### src/hw/rtl/dcfft_fifo.sv
// Small synchronous FIFO built from registers, used for the command and result queues.
module dcfft_fifo #(
    parameter int WIDTH = 8,
    parameter int DEPTH = 2
) (
    input  logic             i_clk,
    input  logic             i_rst_n,
    input  logic             i_push,
    input  logic [WIDTH-1:0] i_data,
    output logic             o_full,
    input  logic             i_pop,
    output logic [WIDTH-1:0] o_data,
    output logic             o_empty
);
    localparam int PB = $clog2(DEPTH);

    logic [WIDTH-1:0] r_mem [DEPTH];
    logic [PB:0]      r_wr;
    logic [PB:0]      r_rd;
    logic [PB:0]      n_wr;
    logic [PB:0]      n_rd;
    logic             do_push;
    logic             do_pop;

    assign o_empty = (r_wr == r_rd);
    assign o_full  = (r_wr[PB] != r_rd[PB]) && (r_wr[PB-1:0] == r_rd[PB-1:0]);
    assign o_data  = r_mem[r_rd[PB-1:0]];
    assign do_push = i_push && !o_full;
    assign do_pop  = i_pop && !o_empty;

    always_comb begin
        n_wr = do_push ? r_wr + 1'b1 : r_wr;
        n_rd = do_pop ? r_rd + 1'b1 : r_rd;
    end

    always_ff @(posedge i_clk) begin
        if (!i_rst_n) begin
            r_wr <= '0;
            r_rd <= '0;
        end else begin
            r_wr <= n_wr;
            r_rd <= n_rd;
        end
    end

    always_ff @(posedge i_clk) begin
        if (do_push) begin
            r_mem[r_wr[PB-1:0]] <= i_data;
        end
    end

endmodule

### config.mk
export PLATFORM = sky130hd
export DESIGN_NAME = dcfft_fifo
export DESIGN_NICKNAME = d
export VERILOG_FILES = /design/src/hw/rtl/dcfft_fifo.sv
export SDC_FILE = /design/constraint.sdc
export NUM_CORES = 1
export LEC_CHECK = 0
export ABC_AREA = 1
export BUFFER_PORTS_ARGS = -buffer_cell sky130_fd_sc_hd__buf_2
export CAP_MARGIN = 20
export CORE_MARGIN = 4
export CORE_UTILIZATION = 53
export DETAILED_ROUTE_END_ITERATION = 6
export PLACE_DENSITY = 0.82
export SETUP_SLACK_MARGIN = 0.5
export SYNTH_ARGS = -nofsm -noshare
export SYNTH_HDL_FRONTEND = slang
export SYNTH_SLANG_ARGS = --single-unit
export TNS_END_PERCENT = 1
### constraint.sdc
create_clock -name i_clk -period 4.4 [get_ports i_clk]
set_input_delay 0.88 -clock i_clk [delete_from_list [all_inputs] [get_ports i_clk]]
set_output_delay 0.88 -clock i_clk [all_outputs]
set_load 0.02 [all_outputs]
# == After elaboration in Yosys (flattened, before gate mapping) ==
# Memory sizes are Yosys's and may differ from the RTL's. A register that Yosys moved wholly into a read port is not among the register bits.
# Index checks and enable logic that the tools add are counted.
# word_totals
mem_count,1
output_inout_bits,10
inputBits,12
word_cells,17
ram_bits,16
register_bits,4
# classes
mux,4
eq_ne,3
n_reduce_logical,5
add_sub_neg,2
# memory_table
name,depth,width,read_ports,rd_ports_with_merged_regs,wr,line_no,source
r_mem,2,8,1,1,1,17,logic [WIDTH-1:0] r_mem [DEPTH];
# ops
operator,n
"adder 2 x 1 -> 2 bit, second input constant",2
two-way mux 1 bit,4
logical AND 1 bit,3
== test 2 bit,1
zero test 1 bit,2
== test 1 bit,1
!= test 1 bit,1

# == Depth between registers and ports, before layout ==
# logic_depth
word_depth,6
mapped_depth,7
depth_no_buf,7

# == Least setup slack after synthesis ==
# No wires, ideal clock.
# synth_timing
path_kind,register to output
start,register (tool-made name)
end,output port o_data[0]
path_buffers,1
setup_slack_ns,2.667
stages_incl_launch_ff,3
arrival_time_ns,0.853
cell_sequence,dfxtp_1 > buf_2 > mux2_2
# synth_lines
element,line_no,source
to (decl),12,"output logic [WIDTH-1:0] o_data,"

==> results.sh <==
export IMPL_clk_pin_slew_ns=0.11
export IMPL_gp_congestion=0.707
export IMPL_postSynthCellCount=71
export IMPL_nets=108
export IMPL_max_cap_violations=0
export IMPL_grt_pass1_vias=454
export IMPL_slew_violations=0
export IMPL_hold_violations=0
export IMPL_port_buffers=21
export IMPL_ys_seq_area_share_pct=68.5
export IMPL_nFillCells=126
export IMPL_cts_tree="done"
export IMPL_syn_to_final_growth_pct=17.3
export IMPL_dr_pass1_iters=3
export IMPL_yosysWarnings=0
export IMPL_dp_slack_ns=2.46
export IMPL_crit_type="flip-flop to output pin"
export IMPL_setup_viol=0
export IMPL_tightest_slew_ns=0.642
export IMPL_die_area_sq_um=2300
export IMPL_finalWirelength_um=1280
export IMPL_drcViolationCount=0
export IMPL_antennaDiodeCount=0
export IMPL_outcome="complete, no violations"
export IMPL_skew_ns=0.00405
export IMPL_clock_sinks=21
export IMPL_wire_per_inst_um=11.5
export IMPL_path_buf_inv=1
export IMPL_grt_pass1_wl_um=1740
export IMPL_antenna_found_initial=0
export IMPL_ctsHoldBuffers=0
export IMPL_cts_path_max_buffers=2
export IMPL_root_buffer="clkbuf_4"
export IMPL_fp_dieW_um=48.0
export IMPL_critical_path_top_delay_family="flip-flops"
export IMPL_multi_input_area_sq_um=228
export IMPL_final_antenna_net_count=0
export IMPL_powerDensity_nw_per_um2=411
export IMPL_ys_types=10
export IMPL_cts_setup_buffers=0
export IMPL_cts_resized=0
export IMPL_p_leak_nw=0.439
export IMPL_p_total_mw=0.409
export IMPL_mappedNetlistNets=83
export IMPL_avgSynthCellArea_sq_um=11.9
export IMPL_overflow=0
export IMPL_core_sq_um=1510
export IMPL_detail_route_vias_per_cell=4.86
export IMPL_ys_ff_latch=21
export IMPL_slowest_delay_ns=0.54
export IMPL_clock_latency_ns=0.29
export IMPL_cp_start_kind="flip-flop"
export IMPL_synthesis_area_sq_um=847
export IMPL_timing_fmax_ghz=0.444
export IMPL_grt_usage_pct=11.0
export IMPL_max_slew_margin_pct=57.0
export IMPL_min_path_type="flip-flop to flip-flop"
export IMPL_post_route_period_util_pct=51.2
export IMPL_drive_above_1_share_pct=37.9
export IMPL_tns_ns=0
export IMPL_drt_iter0_drc=5
export IMPL_cp_max_fo=8
export IMPL_rsz0062_at_grt="false"
export IMPL_path_cells="mux2_2 > buf_2"
export IMPL_grt_max_degree=12
export IMPL_arrival_ns=1.37
export IMPL_required_ns=3.52
export IMPL_final_util_pct=65.9
export IMPL_h_tree_depth=1
export IMPL_start_util_pct=56.2
export IMPL_endpoint_kind="output pin"
export IMPL_num_vias=539
export IMPL_peakVddDrop_v=0.000235
export IMPL_min_period_ns=2.25
export IMPL_regArea_sq_um=581
export IMPL_fin_ws_ns=2.15
export IMPL_die_y_um=48.0
export IMPL_cts_buffers_inserted=3
export IMPL_crit_slowest_cell="dfxtp_1"
export IMPL_placed_cells=107
export IMPL_layout_cells_non_filler=111
export IMPL_num_rows=14
export IMPL_ios=22
-- power breakdown --
group          internal, mW  switching (mW)  leakage [nW]
sequential            0.230         0.00960         0.191
clock                0.0353          0.0536        0.0150
combinational        0.0319          0.0480         0.233
-- metal layers --
layer | part of all wire [%] | track usage [%] | routed length [um]
met5 | 0 | 0 | 0
met4 | 0.63 | 3.23 | 8
met3 | 6.4 | 3.76 | 82
met2 | 49 | 18.5 | 624
met1 | 44 | 13.2 | 563
-- layout by cell type (no fill, tap or decap) --
cell / netlist / layout
clkbuf_4: 0 / 3
nand3_1: 2 / 2
mux2_2: 8 / 8
buf_2: 1 / 21
a21oi_1: 4 / 4
nor2_1: 6 / 6
edfxtp_1: 16 / 16
nand2_2: 4 / 4
nand2_1: 16 / 16
clkbuf_1: 0 / 1
inv_1: 9 / 9
dfxtp_1: 5 / 5
-- per-stage QoR --
stage / area, sq um / hold slack, ns
after floorplan: 847 / 0.494
after global placement: 967 / 0.534
after detailed placement: 967 / 0.535
after CTS: 993 / 0.562
after global routing: 993 / 0.590
final: 993 / 0.561
-- sequential cells by signal, summed over array words and instances (netlist names), named ones only --
name   count
r_wr       2
r_rd       2
r_mem     16
-- worst paths after layout --
check,cells past startpoint,slack [ns],end,from
hold / removal,2,0.56,r_rd[0],r_rd[0]
hold reg to reg,2,0.56,r_rd[0],r_rd[0]
setup / recovery,2,2.15,o_data[4],flip-flop
setup reg to reg,6,2.77,r_mem[0][0],r_rd[1]
-- layout make-up --
class	instances	area share, %
flip-flops and latches	21	58.4
clock buffers	4	2.64
repair buffers	21	10.6
well taps	16	2.02
multi-input cells	40	22.9
inverters	9	3.40
-- tightest hold or removal path: cells and delay by family, from the launching register on --
family / cells / cell delay (ns)
flops: 1 / 0.39
compound gates: 1 / 0.07
simple gates: 1 / 0.07
-- cells by family after synthesis --
group,share of synthesized area (%)
buf+inv,4.58
flops,68.5
mux,10.6
compound gates,2.36
simple gates,13.9
-- cells in the mapped netlist, drive strengths merged --
cell	n	area (sq um)
a21oi	4	20.0
buf	1	5.00
dfxtp	5	100
edfxtp	16	480
inv	9	33.8
mux2	8	90.1
nand2	20	85.1
nand3	2	10.0
nor2	6	22.5
No activity file was read; power rests on OpenSTA's default activity.
