File: src/hw/rtl/dcfft_pkg.sv
// Shared types and constants for the DC-removed radix-2 FFT block.
package dcfft_pkg;

    localparam int POINTS_DEF      = 2048;
    localparam int SAMPLE_BITS_DEF = 16;

    localparam int SAMPLE_W   = 16;
    localparam int BIN_BITS   = 28;
    localparam int INDEX_BITS = 11;
    // Widest frame position the command word has to carry (8192 points).
    localparam int POS_BITS   = 13;

    localparam longint BIN_MAX = 64'sd134217727;
    localparam longint BIN_MIN = -64'sd134217728;

    localparam int CMD_DEPTH = 4;
    localparam int RES_DEPTH = 2;

    typedef struct packed {
        logic signed [SAMPLE_W-1:0] sample_real;
        logic signed [SAMPLE_W-1:0] sample_imag;
    } t_sample;

    typedef struct packed {
        logic signed [BIN_BITS-1:0] bin_real;
        logic signed [BIN_BITS-1:0] bin_imag;
        logic [INDEX_BITS-1:0]      bin_index;
        logic                       frame_last;
    } t_bin;

    // One classified input word as handed from the front end to the engine.
    typedef struct packed {
        t_sample             smp;
        logic [POS_BITS-1:0] pos;
        logic                last;
        logic                produce;
    } t_cmd;

endpackage

File: src/hw/rtl/dcfft_front.sv
// Front end: takes sample words, tracks the frame position and tags each word.
module dcfft_front #(
    parameter int POINTS = dcfft_pkg::POINTS_DEF
) (
    input  logic              i_clk,
    input  logic              i_rst_n,
    input  logic              i_push,
    input  dcfft_pkg::t_sample i_sample,
    output logic              o_full,
    input  logic              i_cmd_full,
    output logic              o_cmd_push,
    output dcfft_pkg::t_cmd   o_cmd
);
    import dcfft_pkg::*;

    localparam int LOG2 = $clog2(POINTS);

    logic [LOG2-1:0] r_pos;
    logic [LOG2-1:0] n_pos;
    logic            r_primed;
    logic            n_primed;
    logic            is_last;

    assign is_last    = (r_pos == LOG2'(POINTS - 1));
    assign o_full     = i_cmd_full;
    assign o_cmd_push = i_push && !i_cmd_full;

    always_comb begin
        o_cmd.smp     = i_sample;
        o_cmd.pos     = POS_BITS'(r_pos);
        o_cmd.last    = is_last;
        // A result exists once one whole frame has gone through the engine.
        o_cmd.produce = r_primed;
        n_pos         = r_pos;
        n_primed      = r_primed;
        if (o_cmd_push) begin
            n_pos = r_pos + 1'b1;
            if (is_last) begin
                n_primed = 1'b1;
            end
        end
    end

    always_ff @(posedge i_clk) begin
        if (!i_rst_n) begin
            r_pos    <= '0;
            r_primed <= 1'b0;
        end else begin
            r_pos    <= n_pos;
            r_primed <= n_primed;
        end
    end

endmodule

File: config.mk
export PLATFORM = sky130hd
export DESIGN_NAME = dcfft_front
export DESIGN_NICKNAME = d
export VERILOG_FILES = /design/src/hw/rtl/dcfft_pkg.sv /design/src/hw/rtl/dcfft_front.sv
export SDC_FILE = /design/constraint.sdc
export NUM_CORES = 1
export LEC_CHECK = 0
export BUFFER_PORTS_ARGS = -buffer_cell sky130_fd_sc_hd__buf_2
export CAP_MARGIN = 15
export CORE_MARGIN = 2
export CORE_UTILIZATION = 30
export DETAILED_ROUTE_END_ITERATION = 8
export GPL_ROUTABILITY_DRIVEN = 1
export PLACE_DENSITY = 0.78
export SLEW_MARGIN = 10
export SYNTH_ARGS = -nofsm -noshare
export SYNTH_HDL_FRONTEND = slang
export SYNTH_SLANG_ARGS = --single-unit
File: constraint.sdc
create_clock -name i_clk -period 1.55 [get_ports i_clk]
set_input_delay 0.31 -clock i_clk [delete_from_list [all_inputs] [get_ports i_clk]]
set_output_delay 0.31 -clock i_clk [all_outputs]
set_load 0.01 [all_outputs]
; After elaboration in Yosys (flattened, before gate mapping)
; Cells that the tools add are included.
[totals]
input_bits = 36
reg_bits = 12
[classes]
n_addsub = 1
n_eq_ne = 1
reduce_logical = 3
[ops]
columns = operator, count
row1 = 11-bit by 1-bit adder with 11-bit output (second input constant), 1
row2 = 11-bit equality test (second input constant), 1
row3 = 2-bit AND reduction, 1
row4 = 1-bit logical AND, 1
row5 = 1-bit zero test, 1

; Depth between registers and ports, before layout
; Gate-level depths: netlist of the first run.
[depth]
ltp_word = 3
ltp_mapped = 4
depth_no_buf = 4

; Worst setup path after synthesis of the first run
; Ideal clock, no wire load.
[synth_timing]
kind = register -> register
startpoint = reg r_pos[0]
endpoint = reg r_pos[8]
setup_slack_ns = 0.080
setup_ns = 0.072
required_ns = 1.478
t_arrival_ns = 1.398
stages_incl_launch_ff = 5
synth_period_minus_slack_ns = 1.470
cell_sequence = dfxtp_1 > ha_1 > nand4b_4 > or4_1 > a21oi_1
[synth_via]
elab_chain_len = 1
[synth_lines]
columns = item, line_no
row1 = start: declaration, dcfft_front.sv:18  ; logic [LOG2-1:0] r_pos;
row2 = start signal: assignment, dcfft_front.sv:49  ; r_pos <= n_pos;
row3 = 11-bit by 1-bit adder with 11-bit output, dcfft_front.sv:37  ; n_pos = r_pos + 1'b1;
; No other way between the ends.
; A chain may end at the register's enable or synchronous reset.

==> impl_metrics.tcl, run 1 <==
set metrics [dict create \
    status "finished clean" \
    holdPathEnd "r_primed" \
    endpoint_kind "output port" \
    cts_tree "done" \
    layout_commonest_cell "buf_2" \
    netlist_instances 100 \
    cts_hold_buf 0 \
    via_count 605 \
    drt_iter0_drc 8 \
    p_per_area_nw_per_um2 706 \
    htreeDepth 1 \
    numCtsBuffers 3 \
    grt_first_pass_wirelength_mm 2.75 \
    io_pins 85 \
    reg2reg_to "r_pos[10]" \
    synth_cell_types 27 \
    period_needed_ns 1.53 \
    drc 0 \
    grt_max_degree 10 \
    hold_violations 0 \
    finalSetupViolCount 0 \
    die_w_um 57.2 \
    final_cell_mix "18 x buf_2, 8 x dfxtp_2, 6 x a21oi_1" \
    ys_seq_elements 12 \
    post-route-period-util_pct 98.7 \
    clock_skew_ns 0.00360 \
    grt_use_total_pct 10.7 \
    p_seq_share_pct 56.9 \
    maxCapViolations 0 \
    hold_path.class "input port to flip-flop" \
    grt_pass1_vias 593 \
    n_fill_cell 293 \
    clkSinkCount 12 \
    fmaxAchievable_ghz 0.654 \
    area_growth_pct -7.95 \
    leakagePower_nw 0.321 \
    port_buffers 18 \
    drt-pass1-iter-count 4 \
    cp_data_required_time_ns 1.24 \
    ant_nets 0 \
    final_core_util_pct 28.6 \
    start_kind "flip-flop" \
    timing.hold.ws_ns 0.312 \
    fp.coreArea_um2 2730 \
    maxSlewViolCount 0 \
    netlist_area_um2 850 \
    power_switching_share_pct 24.0 \
    power.internal_mw 0.420 \
    synth.area.top_cells "buf_4 33%, dfxtp_1 28%, a21oi_1 3.5%" \
    power_frac_comb_pct 7.9 \
    clkPwrFrac_pct 35.2 \
    root_buffer "clkbuf_4" \
    report.power.total_mw 0.552 \
    rsz0062_at_grt "yes" \
    path_clk_slew_ns 0.07 \
    die-area_um2 3270 \
    min_path_cells 2 \
    ys_warn_count 0 \
    crit_type "flip-flop to output port" \
    routed_wl_mm 1.71 \
    place_hpwl_mm 1.31 \
    grt.overflow.total 0 \
    antennaDiodeCount 0 \
    syn_avg_cell_area_um2 8.50 \
    r2r.worst_path.cells 4 \
    nNetsFinal 126 \
    synth_largest_area_cell "buf_4" \
    insertion_delay_ns 0.28 \
    cts_buffer_depth 2 \
    initial_utilization_pct 31.1 \
    power.switching_mw 0.132 \
    post_drt_wl_per_cell_um 14.5 \
    viasPerCell 5.13 \
    gp_congestion 0.847 \
    synth-seq-area-share_pct 28.3 \
    rr_startpoint "r_pos[8]" \
    antenna_found_initial 0 \
    netlist.area_leader.share_pct 32.7 \
    min_from "i_rst_n" \
    peakVddDrop_mv 0.532 \
    die_h_um 57.2 \
    rows 19 \
    drive_above_1_share_pct 41.4 \
    r2r_slack_ns 0.14 \
    cp_max_fo 5 \
    crit_arrival_ns 1.22 \
]
## final cells by class
cell class / count / area [µm²] / share of cell area [%]
Clock buffer: 3 / 22.5 / 2.88
Tap cell: 31 / 38.8 / 4.96
Timing Repair Buffer: 20 / 105 / 13.4
Multi-Input combinational cell: 47 / 343 / 43.8
Sequential cell: 12 / 254 / 32.5
Inverter: 5 / 18.8 / 2.40
## cell families after synthesis
kind of cell,Yosys count,share of synthesized area [%]
xor gates and xnor gates,2,2.06
AOI/OAI and AO/OA,15,10.9
buffers and inverters,42,34.9
adders and majority gates,1,1.47
muxes,2,2.36
and+or+nand+nor,25,19.6
other,1,0.441
DFF,12,28.3
## power by group through the flow
stage,logic (mW),registers [mW],clock network (mW)
after global routing,0.0488,0.315,0.210
after floorplan,0.110,0.324,0
after global placement,0.0410,0.321,0
after CTS,0.0437,0.314,0.200
after detailed placement,0.0424,0.321,0
final,0.0435,0.314,0.194
## state kept, by name (all words and copies together) (netlist names)
register,flops
r_pos,11
r_primed,1
## cells in the mapped netlist
library cell	count
a21oi_1	6
ha_1	1
nand4b_1	1
nand4_1	2
inv_1	4
conb_1	1
nand2_1	4
o21a_1	1
nor4_1	3
nand3_1	1
mux2i_1	2
nor2b_1	1
or3_1	3
nand4b_4	1
nand3_2	1
nor2_1	3
o21ai_0	3
dfxtp_1	12
nand3b_1	1
nand2b_1	1
buf_4	37
o31ai_1	3
o311ai_0	1
o41ai_1	1
or4_1	3
clkinv_1	1
xnor2_1	2
## what timing repair did
| item | CTS | global route |
|---|---|---|
| pin swaps | 1 | 0 |
| buffers inserted | 1 | 0 |
| setup endpoints to repair | 1 | 1 |
| gates resized for setup | 14 | 0 |
## how the worst max path moves through the flow
stage	from	to	slack, ns
2_1_floorplan	r_pos[0]	r_pos[8]	0.08
6_report	r_pos[8]	o_cmd[1]	0.02
5_1_grt	r_pos[7]	o_cmd[1]	-0.05
4_1_cts	r_pos[8]	o_cmd[1]	-0.01
3_3_place_gp	r_pos[6]	o_cmd[1]	0.11
3_5_place_dp	r_pos[1]	r_pos[8]	0.07
## through the flow
step | cells | TNS, ns | setup slack (ns) | area [µm²]
2_1_floorplan | 101 | 0 | 0.0803 | 853
3_3_place_gp | 114 | 0 | 0.110 | 712
3_5_place_dp | 114 | 0 | 0.0656 | 712
4_1_cts | 118 | -0.0132 | -0.0132 | 782
5_1_grt | 118 | -0.0476 | -0.0476 | 782
6_report | 118 | 0 | 0.0200 | 782
## metal layers
metal	global-route usage, %	vias up	routed length [µm]
met3	5.67	16	233
met2	18.9	30	797
met4	6.64	0	51
met1	9.54	274	625
met5	0	-	0
li1	-	285	-
## worst max-delay path, stage by stage, from the launching register on
cell and delay [ns]:
dfxtp_2 0.36, nand4_1 0.15, nor4_2 0.27, buf_2 0.17
(Power assumes the default switching activity.)
==> run 2, diff against run 1 <==
--- a/config.mk
+++ b/config.mk
@@ -7,7 +7,6 @@
 export LEC_CHECK = 0
 export BUFFER_PORTS_ARGS = -buffer_cell sky130_fd_sc_hd__buf_2
 export CAP_MARGIN = 15
-export CORE_MARGIN = 2
 export CORE_UTILIZATION = 30
 export DETAILED_ROUTE_END_ITERATION = 8
 export GPL_ROUTABILITY_DRIVEN = 1
==> run 2 against run 1 <==
Via count rose by 4.5%. Sequential share of layout area fell by 1.3 points. Clock power fell by 3%. Sequential power barely moved. Clock skew barely moved. Combinational power rose by 6.7%. Sequential cell count did not move. Core utilization rose by 3.3 points. Power fell by 0.92%.
==> impl_metrics.tcl, run 2 (synthesis gave the netlist of run 1 again) <==
set metrics [dict create \
    antennaDiodeCount 0 \
    n_fill_cell 288 \
    regMostFlops "r_pos" \
    cts_buffer_depth 2 \
    die_w_um 55.2 \
    nNetsFinal 130 \
    routed_wl_mm 1.79 \
    p_per_area_nw_per_um2 668 \
    initial_utilization_pct 33.1 \
    hold_path.class "input port to flip-flop" \
    port_buffers 18 \
    final_cell_mix "18 x buf_2, 6 x a21oi_1, 6 x buf_4, 6 x dfxtp_2" \
    htreeDepth 1 \
    rows 18 \
    ant_nets 0 \
    maxSlewViolCount 0 \
    insertion_delay_ns 0.27 \
    io_pins 85 \
    grt_use_total_pct 10.8 \
    fp.coreArea_um2 2570 \
    instances_no_fill 121 \
    peakVddDrop_mv 0.504 \
    cp_data_required_time_ns 1.24 \
    cts_tree "done" \
    dpl.cell_count 113 \
    post_drt_wl_per_cell_um 14.8 \
    leakagePower_nw 0.343 \
    die_h_um 55.2 \
    largest_reg_flops 11 \
    grt.overflow.total 0 \
    crit_arrival_ns 1.24 \
    post-route-period-util_pct 99.8 \
    finalSetupViolCount 0 \
    layout_commonest_cell "buf_2" \
    cp_max_fo 2 \
    drt-pass1-iter-count 4 \
    final_core_util_pct 31.9 \
    grt_pass1_vias 561 \
    min_path_cells 2 \
    clock_skew_ns 0.00391 \
    path_clk_slew_ns 0.07 \
    endpoint_kind "output port" \
    drt_iter0_drc 21 \
    area_growth_pct -3.68 \
    r2r.worst_path.cells 5 \
    rsz0062_at_grt "yes" \
    drive_above_1_share_pct 45.1 \
    grt_first_pass_wirelength_mm 2.67 \
    maxCapViolations 0 \
    grt_max_degree 10 \
    gp_congestion 0.881 \
    antenna_found_initial 0 \
    tns_ns 0 \
    die-area_um2 3050 \
    crit_type "flip-flop to output port" \
    status "finished clean" \
    clkSinkCount 12 \
    start_kind "flip-flop" \
    place_hpwl_mm 1.25 \
    reg_top3 "r_pos: 11 flops, r_primed: 1 flops" \
    numCtsBuffers 3 \
    fmaxAchievable_ghz 0.647 \
    viasPerCell 5.22 \
    root_buffer "clkbuf_4" \
    timing.hold.ws_ns 0.320 \
    cts_hold_buf 0 \
    hold_violations 0 \
    drc 0 \
    via_count 632 \
    period_needed_ns 1.55 \
]
run 2: changes by cell type in the layout (fill, tap and decap cells not counted):
cell / previous run / this run
dfxtp_1: 3 / 4
or4_1: 3 / 2
buf_4: 2 / 6
dfxtp_4: 1 / 2
or4_4: 0 / 1
dfxtp_2: 8 / 6
nand2_2: 0 / 1
nand2_1: 4 / 3
run 2: timing repair:
action                     CTS  global route
pin swaps                    3             0
setup endpoints to repair    1             2
gates resized for setup     14             2
setup buffers                3             2
run 2: final timing paths:
kind / from / end / slack [ns]
setup / recovery: r_pos[1] / o_cmd[1] / 0.004
hold / removal: i_rst_n / r_primed / 0.32
setup reg to reg: r_pos[1] / r_pos[8] / 0.10
hold reg to reg: r_primed / r_primed / 0.46
run 2: power breakdown:
| group | switching, mW | internal, mW | leakage [nW] |
|---|---|---|---|
| registers | 0.00355 | 0.309 | 0.101 |
| logic | 0.0257 | 0.0207 | 0.227 |
| clock network | 0.0978 | 0.0900 | 0.0138 |
run 2: through the flow:
stage	setup WS (ns)	area (µm²)	total power, mW
finish	0.00367	818	0.547
global route	-0.0428	818	0.581
CTS	-0.0147	792	0.557
detailed placement	0.0476	711	0.364
global placement	0.111	711	0.362
floorplan	0.0803	853	0.433
run 2: worst max-delay path: stages (launching register included):
cell     delay (ns)
dfxtp_4        0.36
ha_4           0.13
nand2_2        0.05
nor4_2         0.25
buf_2          0.17
run 2: per-layer routing:
layer / wire [µm] / share of wire, % / vias up / track usage (%)
met5: 0 / 0 / - / 0
met3: 247 / 14 / 22 / 6.79
met4: 96 / 5.4 / 0 / 7.14
met2: 771 / 43 / 44 / 16.5
met1: 673 / 38 / 274 / 11.0
li1: - / - / 292 / -
run 2: layout make-up:
type	instances	area, µm²	area share [%]
multi-input cells	47	349	42.7
flip-flops and latches	12	255	31.2
repair buffers	24	135	16.5
well taps	30	37.5	4.59
clock buffers	3	22.5	2.75
inverters	5	18.8	2.29
